### src/rtl/core/abkf_pkg.sv
`timescale 1ns / 1ps
`default_nettype none
// ----------------------------------------------------------------------------
// abkf_pkg: shared types and constants of the angle / bias Kalman filter
// Word formats, controller-to-datapath command word, the step program of the
// sequencer and the signed 32-bit saturation helper.
// ----------------------------------------------------------------------------
package abkf_pkg;

   // fixed formats
   localparam int DT_FRAC   = 16;
   localparam int CFG_W     = 25;
   localparam int CSR_IDX_W = 2;

   // shared multiplier operand widths and the wide accumulation width
   localparam int OPA_W  = 36;
   localparam int OPB_W  = 33;
   localparam int PROD_W = OPA_W + OPB_W;
   localparam int WIDE_W = 72;

   // register indexes of the configuration port
   localparam logic [CSR_IDX_W-1:0] CSR_Q_ANGLE   = 2'd0;
   localparam logic [CSR_IDX_W-1:0] CSR_Q_BIAS    = 2'd1;
   localparam logic [CSR_IDX_W-1:0] CSR_R_MEASURE = 2'd2;

   // reset values of the noise registers
   localparam logic [CFG_W-1:0] Q_ANGLE_RST   = 25'd16777;
   localparam logic [CFG_W-1:0] Q_BIAS_RST    = 25'd50332;
   localparam logic [CFG_W-1:0] R_MEASURE_RST = 25'd503316;

   typedef struct packed {
      logic signed [24:0] tilt_meas;
      logic signed [27:0] spin_rate;
      logic        [15:0] dt;
   } req_word_type;

   typedef struct packed {
      logic signed [31:0] angle_est;
      logic signed [31:0] bias_est;
   } rsp_word_type;

   typedef enum logic [3:0] {
      OP_NONE, OP_LOAD, OP_MUL, OP_UPD, OP_DP11, OP_INNER, OP_DIV, OP_GAIN, OP_EMIT
   } op_type;

   typedef enum logic [2:0] {SA_RATE, SA_P11, SA_INNER, SA_QB, SA_K0, SA_K1} srca_type;
   typedef enum logic [1:0] {SB_DT, SB_Y, SB_P00, SB_P01} srcb_type;
   typedef enum logic [2:0] {TG_ANGLE, TG_BIAS, TG_P00, TG_P01, TG_P10, TG_P11} tgt_type;

   typedef struct packed {
      op_type   op;
      srca_type a_sel;
      srcb_type b_sel;
      tgt_type  tgt;
      logic     cov_shift;  // round by the covariance fraction, else by dt's
      logic     sub;        // subtract the rounded product from the target
      logic     gain_sel;   // 0: K0 / P00, 1: K1 / P10
   } cmd_type;

   typedef struct packed {
      logic gain_ok;   // P00 plus the measurement noise is positive
      logic div_done;  // divider idle, quotient valid
      logic out_free;  // output register can take a word this cycle
   } stat_type;

   // sequencer program
   localparam int STEP_W = 5;
   localparam logic [STEP_W-1:0] STEP_LOAD = 5'd0;
   localparam logic [STEP_W-1:0] STEP_EMIT = 5'd26;

   function automatic cmd_type mk_cmd(input op_type op, input srca_type a, input srcb_type b,
                                      input tgt_type t, input logic cs, input logic sb,
                                      input logic g);
      cmd_type c;
      c.op        = op;
      c.a_sel     = a;
      c.b_sel     = b;
      c.tgt       = t;
      c.cov_shift = cs;
      c.sub       = sb;
      c.gain_sel  = g;
      return c;
   endfunction

   function automatic cmd_type prog_word(input logic [STEP_W-1:0] step);
      cmd_type c;
      c = mk_cmd(OP_NONE, SA_RATE, SB_DT, TG_ANGLE, 1'b0, 1'b0, 1'b0);
      case (step)
         // predict
         5'd0:  c = mk_cmd(OP_LOAD,  SA_RATE,  SB_DT,  TG_ANGLE, 1'b0, 1'b0, 1'b0);
         5'd1:  c = mk_cmd(OP_MUL,   SA_RATE,  SB_DT,  TG_ANGLE, 1'b0, 1'b0, 1'b0);
         5'd2:  c = mk_cmd(OP_UPD,   SA_RATE,  SB_DT,  TG_ANGLE, 1'b0, 1'b0, 1'b0);
         5'd3:  c = mk_cmd(OP_MUL,   SA_P11,   SB_DT,  TG_ANGLE, 1'b0, 1'b0, 1'b0);
         5'd4:  c = mk_cmd(OP_DP11,  SA_P11,   SB_DT,  TG_ANGLE, 1'b0, 1'b0, 1'b0);
         5'd5:  c = mk_cmd(OP_INNER, SA_P11,   SB_DT,  TG_ANGLE, 1'b0, 1'b0, 1'b0);
         5'd6:  c = mk_cmd(OP_MUL,   SA_INNER, SB_DT,  TG_ANGLE, 1'b0, 1'b0, 1'b0);
         5'd7:  c = mk_cmd(OP_UPD,   SA_INNER, SB_DT,  TG_P00,   1'b0, 1'b0, 1'b0);
         5'd8:  c = mk_cmd(OP_MUL,   SA_QB,    SB_DT,  TG_ANGLE, 1'b0, 1'b0, 1'b0);
         5'd9:  c = mk_cmd(OP_UPD,   SA_QB,    SB_DT,  TG_P11,   1'b0, 1'b0, 1'b0);
         // gains
         5'd10: c = mk_cmd(OP_DIV,   SA_K0,    SB_Y,   TG_ANGLE, 1'b1, 1'b0, 1'b0);
         5'd11: c = mk_cmd(OP_GAIN,  SA_K0,    SB_Y,   TG_ANGLE, 1'b1, 1'b0, 1'b0);
         5'd12: c = mk_cmd(OP_DIV,   SA_K1,    SB_Y,   TG_ANGLE, 1'b1, 1'b0, 1'b1);
         5'd13: c = mk_cmd(OP_GAIN,  SA_K1,    SB_Y,   TG_ANGLE, 1'b1, 1'b0, 1'b1);
         // correct
         5'd14: c = mk_cmd(OP_MUL,   SA_K0,    SB_Y,   TG_ANGLE, 1'b1, 1'b0, 1'b0);
         5'd15: c = mk_cmd(OP_UPD,   SA_K0,    SB_Y,   TG_ANGLE, 1'b1, 1'b0, 1'b0);
         5'd16: c = mk_cmd(OP_MUL,   SA_K1,    SB_Y,   TG_BIAS,  1'b1, 1'b0, 1'b0);
         5'd17: c = mk_cmd(OP_UPD,   SA_K1,    SB_Y,   TG_BIAS,  1'b1, 1'b0, 1'b0);
         5'd18: c = mk_cmd(OP_MUL,   SA_K1,    SB_P00, TG_P10,   1'b1, 1'b1, 1'b0);
         5'd19: c = mk_cmd(OP_UPD,   SA_K1,    SB_P00, TG_P10,   1'b1, 1'b1, 1'b0);
         5'd20: c = mk_cmd(OP_MUL,   SA_K0,    SB_P00, TG_P00,   1'b1, 1'b1, 1'b0);
         5'd21: c = mk_cmd(OP_UPD,   SA_K0,    SB_P00, TG_P00,   1'b1, 1'b1, 1'b0);
         5'd22: c = mk_cmd(OP_MUL,   SA_K1,    SB_P01, TG_P11,   1'b1, 1'b1, 1'b0);
         5'd23: c = mk_cmd(OP_UPD,   SA_K1,    SB_P01, TG_P11,   1'b1, 1'b1, 1'b0);
         5'd24: c = mk_cmd(OP_MUL,   SA_K0,    SB_P01, TG_P01,   1'b1, 1'b1, 1'b0);
         5'd25: c = mk_cmd(OP_UPD,   SA_K0,    SB_P01, TG_P01,   1'b1, 1'b1, 1'b0);
         5'd26: c = mk_cmd(OP_EMIT,  SA_RATE,  SB_DT,  TG_ANGLE, 1'b0, 1'b0, 1'b0);
         default: c = mk_cmd(OP_NONE, SA_RATE, SB_DT, TG_ANGLE, 1'b0, 1'b0, 1'b0);
      endcase
      return c;
   endfunction

   // clamp a wide signed value to the signed 32-bit range
   function automatic logic signed [31:0] sat32(input logic signed [WIDE_W-1:0] v);
      logic signed [31:0] r;
      if (v[WIDE_W-1:31] == '0 || v[WIDE_W-1:31] == '1) begin
         r = v[31:0];
      end else if (v[WIDE_W-1]) begin
         r = 32'sh8000_0000;
      end else begin
         r = 32'sh7fff_ffff;
      end
      return r;
   endfunction

endpackage
`default_nettype wire

### src/rtl/core/abkf_ctl.sv
`timescale 1ns / 1ps
`default_nettype none
// ----------------------------------------------------------------------------
// abkf_ctl: filter sequencer
// Accepts a sample word, steps the datapath through predict, then gain and
// correct if P00 + R is positive, waits on the divider, hands the result to the output register.
// ----------------------------------------------------------------------------
module abkf_ctl (
   input  wire logic               clock,
   input  wire logic               reset,
   input  wire logic               req_valid,
   output      logic               req_stall,
   output      abkf_pkg::cmd_type  cmd,
   output      logic               cmd_valid,
   input  wire abkf_pkg::stat_type stat
);
   import abkf_pkg::*;

   typedef enum logic [2:0] {
      S_IDLE = 3'b001,
      S_RUN  = 3'b010,
      S_DIV  = 3'b100
   } state_type;

   state_type         state_ff, state_in;
   logic [STEP_W-1:0] step_ff, step_in;
   cmd_type           cur;

   // issue the current step, advance or hold
   always_comb begin
      cur       = prog_word(step_ff);
      state_in  = state_ff;
      step_in   = step_ff;
      cmd       = cur;
      cmd_valid = 1'b0;
      req_stall = 1'b1;
      case (state_ff)
         S_IDLE: begin
            req_stall = 1'b0;
            cmd       = prog_word(STEP_LOAD);
            if (req_valid) begin
               cmd_valid = 1'b1;
               state_in  = S_RUN;
               step_in   = STEP_LOAD + 1'b1;
            end
         end
         S_RUN: begin
            if (cur.op == OP_DIV && !cur.gain_sel && !stat.gain_ok) begin
               // no usable innovation variance: skip gain and correction
               step_in = STEP_EMIT;
            end else if (cur.op == OP_EMIT) begin
               if (stat.out_free) begin
                  cmd_valid = 1'b1;
                  state_in  = S_IDLE;
               end
            end else begin
               cmd_valid = 1'b1;
               step_in   = step_ff + 1'b1;
               if (cur.op == OP_DIV) begin
                  state_in = S_DIV;
               end
            end
         end
         S_DIV: begin
            if (stat.div_done) begin
               state_in = S_RUN;
            end
         end
         default: begin
            state_in = S_IDLE;
         end
      endcase
   end

   always_ff @(posedge clock) begin
      if (reset) begin
         state_ff <= S_IDLE;
         step_ff  <= STEP_LOAD;
      end else begin
         state_ff <= state_in;
         step_ff  <= step_in;
      end
   end

`ifndef ASSERT_OFF
   a_emit_to_idle: assert property (@(posedge clock) disable iff (reset)
      (cmd_valid && cmd.op == OP_EMIT) |=> (state_ff == S_IDLE))
      else $error("sequencer did not return to idle after emit");
   a_quiet_in_div: assert property (@(posedge clock) disable iff (reset)
      (state_ff == S_DIV) |-> !cmd_valid)
      else $error("command issued while divider runs");
`endif

endmodule
`default_nettype wire

### config.mk
export PLATFORM = sky130hd
export DESIGN_NAME = abkf_ctl
export DESIGN_NICKNAME = d
export VERILOG_FILES = /design/src/rtl/core/abkf_pkg.sv /design/src/rtl/core/abkf_ctl.sv
export SDC_FILE = /design/constraint.sdc
export NUM_CORES = 1
export LEC_CHECK = 0
export BUFFER_PORTS_ARGS = -buffer_cell sky130_fd_sc_hd__buf_2
export CAP_MARGIN = 20
export CORE_MARGIN = 3
export CORE_UTILIZATION = 45
export CTS_BUF_LIST = sky130_fd_sc_hd__clkbuf_8 sky130_fd_sc_hd__clkbuf_16
export DETAILED_ROUTE_END_ITERATION = 12
export GPL_TIMING_DRIVEN = 0
export HOLD_SLACK_MARGIN = 0.12
export PLACE_DENSITY_LB_ADDON = 0.15
export SLEW_MARGIN = 20
export SYNTH_ARGS = -nofsm -noshare
export SYNTH_HDL_FRONTEND = slang
export SYNTH_SLANG_ARGS = --single-unit
### constraint.sdc
create_clock -name clock -period 5.9 [get_ports clock]
set_input_delay 0.885 -clock clock [delete_from_list [all_inputs] [get_ports clock]]
set_output_delay 0.885 -clock clock [all_outputs]
set_load 0.005 [all_outputs]
Word-level counts from Yosys, hierarchy flattened
Memory sizes are Yosys's and may differ from the RTL's. A register that Yosys moved wholly into a read port is not among the register bits.
Index checks and enable logic that the tools add are counted.
Word-level totals
  memories: 1
  bits in latches: 0
  logic and storage cells: 42
  bits of input ports: 6
  bits in writable memories: 0
  memory bits (read-only): 480
  bits in registers: 8
Memories
  (no name shown): depth 32, bits a word 15, rd ports 1, clocked after memory_dff 1, wr ports 0, line abkf_pkg.sv:88  | case (step)
Operators by class
  muxes and demuxes: 20
  eq/ne operators: 11
  $lt $le $gt $ge: 0
  shifts and indexed selects: 0
  add/sub/neg operators: 1
  reductions and logical operators: 7
  bitwise gates (word level): 0
  divide/modulo/power cells: 0
  $mul: 0
Operators by type and width (number)
  two-way mux 5 bit: 5
  two-way mux 3 bit: 6
  two-way mux 15 bit: 1
  case mux 5 bit (2 select lines): 1
  inequality test 3 bit, second input constant: 3
  case mux 3 bit (3 select lines): 1
  inequality test 2 bit, second input constant: 3
  adder 5 x 1 -> 5 bit, second input constant: 1
  two-way mux 1 bit: 5
  AND reduction 5 bit: 1
  equality test 4 x 3 -> 1 bit, second input constant: 1
  equality test 4 bit, second input constant: 1
  equality test 3 x 1 -> 1 bit, second input constant: 1
  equality test 3 x 2 -> 1 bit, second input constant: 1
  equality test 3 bit, second input constant: 1
  AND reduction 3 bit: 1
  logical AND 1 bit: 2
  zero test 1 bit: 2
  case mux 1 bit (2 select lines): 1
  nonzero test 2 bit: 1

Longest topological paths before layout
Gate-level depths: netlist of run 1.
  depth in word-level cells: 7
  depth in mapped cells: 10

Worst setup path before layout of run 1
No wires, ideal clock.
  path kind: input port to flip-flop
  start: input stat[2] in the netlist's numbering
  end: register, netlist name cur[3]
  data required time: 5.768 ns
  cell stages on the path: 7
  setup slack: 3.560 ns
  arrival: 2.208 ns
  library setup time: 0.132 ns
  buffers on the path: 0
  path through: nor3_1 -> and2_1 -> o311a_1 -> inv_1 -> ha_1 -> mux2i_1 -> o22ai_1
On the way
  word-level cells in the longest chain between the ends: 6
RTL lines
  from (decl): line abkf_ctl.sv:15  | input wire abkf_pkg::stat_type stat
  zero test 1 bit (*): line abkf_ctl.sv:48  | if (cur.op == OP_DIV && !cur.gain_sel && !stat.gain_ok) begin
  logical AND 1 bit (*): line abkf_ctl.sv:48
  inequality test 3 bit (no line) or two-way mux 5 bit (tied branches)
  AND reduction 3 bit (no line) or case mux 5 bit (2 select lines) (tied branches)
  two-way mux 5 bit (no line) (*) (2 in a row)
Mark *: on every way between the ends. The rest lies on a longest branch, timed or not.
A chain may end at the register's enable or synchronous reset.

==> impl_metrics.json, run 1 <==
{
  "status": "finished clean",
  "crit_chain": "nor3b_1 -> clkbuf_1 -> nor2b_1 -> buf_4 -> buf_2",
  "wl_per_cell_um": 13.3,
  "clock-root-buffer": "clkbuf_8",
  "hold_depth": 3,
  "place_congestion": 0.794,
  "drc": 0,
  "wl_mm": 2.64,
  "nets": 181,
  "r2r-end": "cur[6]",
  "path_max_fanout": 10,
  "clock_skew_ns": 0.00426,
  "drt_iter0_markers": 68,
  "cap_violations": 0,
  "irDropWorstVdd_mv": 0.207,
  "die_area_um2": 3500,
  "startpoint": "state_ff[0]",
  "cts_sinks": 21,
  "hpwl_mm": 2.07,
  "fmax_mhz": 356,
  "drt-pass1-iter-count": 4,
  "min-delay-start": "state_ff[2]",
  "clock_path_buffers": 2,
  "startpoint_type": "flip-flop",
  "drtAntennaViolNets": 0,
  "yosys.area_share.simple_pct": 26.5,
  "synth-warning-count": 0,
  "finalSetupTns_ns": 0,
  "postSynthAreaPerCell_um2": 8.97,
  "synth_seq_area_share_pct": 33.0,
  "min_period_ns": 2.81,
  "syn_area_um2": 1270,
  "routed-via-count": 1113,
  "synthMuxAreaShare_pct": 3.93,
  "cellPowerDensity_nw_per_um2": 320,
  "critPathKind": "reg -> out",
  "grt_pass1_wl_mm": 4.36,
  "start_util_pct": 49.2,
  "r2r_start": "state_ff[1]",
  "cp_top_family": "buffers and inverters",
  "hold_buffers": 0,
  "grt_use_total_pct": 16.4,
  "slew_headroom_pct": 54.4,
  "cp_num_buf_inv": 3,
  "antenna_found_initial": 0,
  "worst-slew-pin-transition_ns": 0.674,
  "hold_viol_final": 0,
  "holdPathEnd": "state_ff[2]",
  "final.setup.worst_slack_ns": 3.09,
  "grt_max_degree": 13,
  "synth_compound_area_share_pct": 22.8,
  "die_y_um": 59.2,
  "synth_top_area_cell": "dfxtp_1",
  "rsz0062_at_grt": "false",
  "hold_class": "reg -> reg",
  "viasPerCell": 5.62,
  "antenna_cells": 0,
  "setup_viol": 0,
  "reg2reg_depth": 9,
  "crit_path_end_kind": "output port",
  "dp_slack_ns": 3.13,
  "cpPeakStageDelay_ns": 0.50,
  "cts-resized-gates": 0,
  "io_pins": 23,
  "synth_top_family_by_area": "simple AND/OR/NAND/NOR gates",
  "die_w_um": 59.2,
  "dp.cells": 194,
  "synth-xor-area-share_pct": 0.688,
  "synth_top_area_share_pct": 33.0,
  "crit_path_top_delay_cell": "nor3b_1",
  "ys_ff_latch": 21,
  "synth_ff_type": "dfxtp_1",
  "io_buffers": 22,
  "syn_inst": 142,
  "synth_cell_types": 50,
  "finalNonFillerCells": 198,
  "critPathArrivalTime_ns": 1.92,
  "synthArstFlopShare_pct": 0,
  "core-area_um2": 2590,
  "synth_nets": 154,
  "area_growth_pct": 15.2,
  "grt_pass1_vias": 981,
  "post-cts-setup-buffers": 0,
  "grt_overflow": 0,
  "synth_most_common_cell": "dfxtp_1",
  "synthTopCellsByCount": "dfxtp_1, nor2b_1, nand2_1, inv_1",
  "p_leak_uw": 0.000658,
  "yosys-top-cells-area": "dfxtp_1, ha_1, nor2b_1",
  "drive_gt1_share_pct": 25.6,
  "fin_crit_sh_pct": 47.5,
  "reg2reg_slack_ns": 3.38,
  "synth-edff-count": 0,
  "clk_pin_slew_worst_paths_ns": 0.07,
  "numCtsBuffers": 3,
  "rows": 18,
  "clk-insertion-delay-late_ns": 0.26,
  "fillers": 245,
  "htree_num_levels": 1,
  "crit_required_ns": 5.02,
  "drv_slew": 0,
  "cts_tree": "built",
  "synthAdderAreaFrac_pct": 5.89
}
==> cell type report <==
cell class / count / area [um2] / area share [%]
clock inverter: 1 / 5.00 / 0.341
inverter: 10 / 37.5 / 2.56
clock buffer: 3 / 41.3 / 2.81
tap: 30 / 37.5 / 2.56
sequential: 21 / 420 / 28.6
multi-input combinational: 104 / 762 / 51.9
timing repair buffer: 22 / 110 / 7.50
buffer: 7 / 53.8 / 3.67
==> per-layer routing <==
metal	part of all wire, %	GRT usage (%)	vias up
li1	-	-	571
met1	50	23.0	509
met2	43	24.2	29
met3	4.8	2.83	4
met4	1.6	7.77	0
met5	0	0	-
==> worst reg2reg max path, delay by kind of cell, from the launching register on <==
kind / cells / cell delay [ns]
compound gates: 3 / 0.69
fa+ha+maj: 1 / 0.32
buf+inv: 3 / 0.46
flops: 1 / 0.31
mux: 1 / 0.24
simple gates: 1 / 0.36
==> state kept, by name (all words and copies together), names as in the netlist <==
| name | cells |
|---|---|
| cur | 13 |
| step_ff | 5 |
| state_ff | 3 |
==> cells in the final DEF (no fill, tap or decap), types with 2 or more instances in the layout <==
master / count
buf_2: 23
dfxtp_1: 21
nor2b_1: 12
nand2_1: 10
inv_1: 8
nor2_1: 7
a21oi_1: 7
o21ai_0: 6
ha_1: 6
mux2i_1: 5
o22ai_1: 5
nand3_1: 4
buf_4: 3
nor3_1: 3
nand2b_1: 3
clkbuf_8: 3
buf_6: 2
nor3b_1: 2
and2_1: 2
o311a_1: 2
a211o_1: 2
o221ai_1: 2
==> worst max path at each step <==
stage,endpoint,depth (start not counted)
CTS,cmd[7],5
finish,cmd[7],5
global route,cmd[7],5
detailed placement,cur[6],8
floorplan,cur[3],7
global placement,cur[3],8
==> cells by family (layout without fill, tap and decap cells) <==
family,Yosys count,count (layout)
AOI/OAI and AO/OA,37,37
xor gates and xnor gates,1,1
buffers and inverters,17,43
muxes,5,5
DFF,21,21
adders and majority gates,6,6
and+or+nand+nor,55,55
==> power breakdown <==
part           switching [uW]  internal, uW
Clock                    44.4          47.0
Sequential               19.9           166
Combinational             107          85.3
==> through the flow <==
step	util [%]	cell area, um2	hold slack (ns)	total power (uW)
3_3_place_gp	54.9	1420	0.604	374
2_1_floorplan	-	1270	0.573	330
6_report	56.7	1470	0.625	470
4_1_cts	56.7	1470	0.634	475
5_1_grt	56.7	1470	0.665	507
3_5_place_dp	54.9	1420	0.615	381
No activity file was read; power rests on OpenSTA's default activity.
==> inputs of run 2 (changes only) <==
==> constraint.sdc (replaced) <==
create_clock -name clock -period 2.55 [get_ports clock]
set_input_delay 0.3825 -clock clock [delete_from_list [all_inputs] [get_ports clock]]
set_output_delay 0.3825 -clock clock [all_outputs]
set_load 0.005 [all_outputs]
==> impl_metrics.json, run 2 (same netlist as run 1, synthesis figures left out) <==
{
  "status": "finished clean",
  "reg2reg_depth": 9,
  "drt-pass1-iter-count": 4,
  "fin_area_um2": 1530,
  "die_area_um2": 3500,
  "grt_overflow": 0,
  "largest_reg_flops": 13,
  "core-area_um2": 2590,
  "r2r_start": "state_ff[1]",
  "htree_num_levels": 1,
  "die_y_um": 59.2,
  "hold_viol_final": 0,
  "finalNonFillerCells": 202,
  "drtAntennaViolNets": 0,
  "p_leak_uw": 0.000673,
  "final.setup.worst_slack_ns": 0.0841,
  "drv_slew": 0,
  "cap_violations": 0,
  "crit_required_ns": 2.67,
  "dp.cells": 194,
  "place_congestion": 0.794,
  "hold_buffers": 0,
  "grt_pass1_vias": 981,
  "fin_crit_sh_pct": 96.7,
  "viasPerCell": 5.71,
  "seq_area_um2": 420,
  "dp_slack_ns": 0.0762,
  "rows": 18,
  "finalSetupTns_ns": 0,
  "setup_viol": 0,
  "fmax_mhz": 406,
  "slew_headroom_pct": 54.5,
  "drc": 0,
  "antenna_found_initial": 0,
  "antenna_cells": 0,
  "clock_skew_ns": 0.00541,
  "critPathArrivalTime_ns": 2.58,
  "cts_sinks": 21,
  "min_period_ns": 2.47,
  "r2r-end": "cur[3]",
  "path_max_fanout": 10,
  "startpoint_type": "flip-flop",
  "wl_mm": 2.86,
  "drt_iter0_markers": 82,
  "min-delay-start": "reset",
  "numCtsBuffers": 3,
  "io_pins": 23,
  "final_common_cell": "buf_2",
  "grt_use_total_pct": 16.4,
  "cellPowerDensity_nw_per_um2": 729,
  "drive_gt1_share_pct": 30.2,
  "multiInputGateArea_um2": 803,
  "clk-insertion-delay-late_ns": 0.26,
  "clock_path_buffers": 2,
  "worst-slew-pin-transition_ns": 0.673,
  "area_growth_pct": 20.2,
  "crit_path_end_kind": "flip-flop",
  "reg2reg_slack_ns": 0.08,
  "die_w_um": 59.2,
  "place_area_um2": 1420,
  "start_util_pct": 49.2,
  "hold_depth": 2,
  "hold_class": "in -> reg",
  "cts_tree": "built",
  "io_buffers": 22,
  "p_total_uw": 1120,
  "fillers": 240,
  "wl_per_cell_um": 14.1,
  "clock-root-buffer": "clkbuf_8",
  "nets": 185,
  "final_cell_mix": "buf_2, dfxtp_1, nor2b_1",
  "critPathKind": "reg -> reg",
  "irDropWorstVdd_mv": 0.489,
  "grt_max_degree": 13,
  "hpwl_mm": 2.07,
  "holdPathEnd": "state_ff[2]",
  "clk_pin_slew_worst_paths_ns": 0.07,
  "grt_pass1_wl_mm": 4.36,
  "routed-via-count": 1153
}
run 2: layer usage:
| metal | vias up | GRT usage (%) | share of wire, % | wire length [um] |
|---|---|---|---|---|
| li1 | 580 | - | - | - |
| met1 | 539 | 23.0 | 47 | 1350 |
| met2 | 27 | 24.2 | 45 | 1290 |
| met3 | 7 | 2.83 | 5.5 | 156 |
| met4 | 0 | 7.77 | 2.1 | 59 |
| met5 | - | 0 | 0 | 0 |
run 2: worst max-delay path by stage:
stage | start | endpoint | slack (ns)
after global placement | state_ff[1] | cur[3] | 0.11
after floorplan | state_ff[1] | cur[3] | 0.27
final | state_ff[1] | cur[3] | 0.08
after CTS | state_ff[1] | cur[6] | 0.05
after global routing | state_ff[1] | cur[3] | -0.02
after detailed placement | state_ff[1] | cur[6] | 0.08
run 2: where the power goes:
part	switching (uW)	internal, uW	total (uW)
combinational	262	210	472
sequential	46.2	385	431
clock	105	109	213
total	413	703	1120
run 2: through the flow:
stage	hold WS [ns]	util [%]
2_1_floorplan	0.455	-
3_3_place_gp	0.604	54.9
3_5_place_dp	0.615	54.9
4_1_cts	0.367	56.7
5_1_grt	0.369	59.1
6_report	0.368	59.1
run 2: critical path: stages (launching register included):
cell and delay, ns:
dfxtp_1 0.31, buf_4 0.14, or3b_1 0.36, buf_6 0.14, nand2b_4 0.17, a2111oi_4 0.41
nand2_4 0.14, ha_2 0.28, mux2i_2 0.22, o22ai_1 0.13
run 2: area by class of cell:
class                      instances  share of cell area, %
clock buffer                       3                   2.70
multi-input combinational        105                   52.5
sequential                        21                   27.5
timing repair buffer              25                   8.66
inverter                          10                   2.45
clock inverter                     1                  0.327
buffer                             7                   3.51
tap                               30                   2.45
run 2: what timing repair did:
action                     CTS  global route
resized for setup            0             5
setup endpoints to repair    0             7
setup buffers                0             3
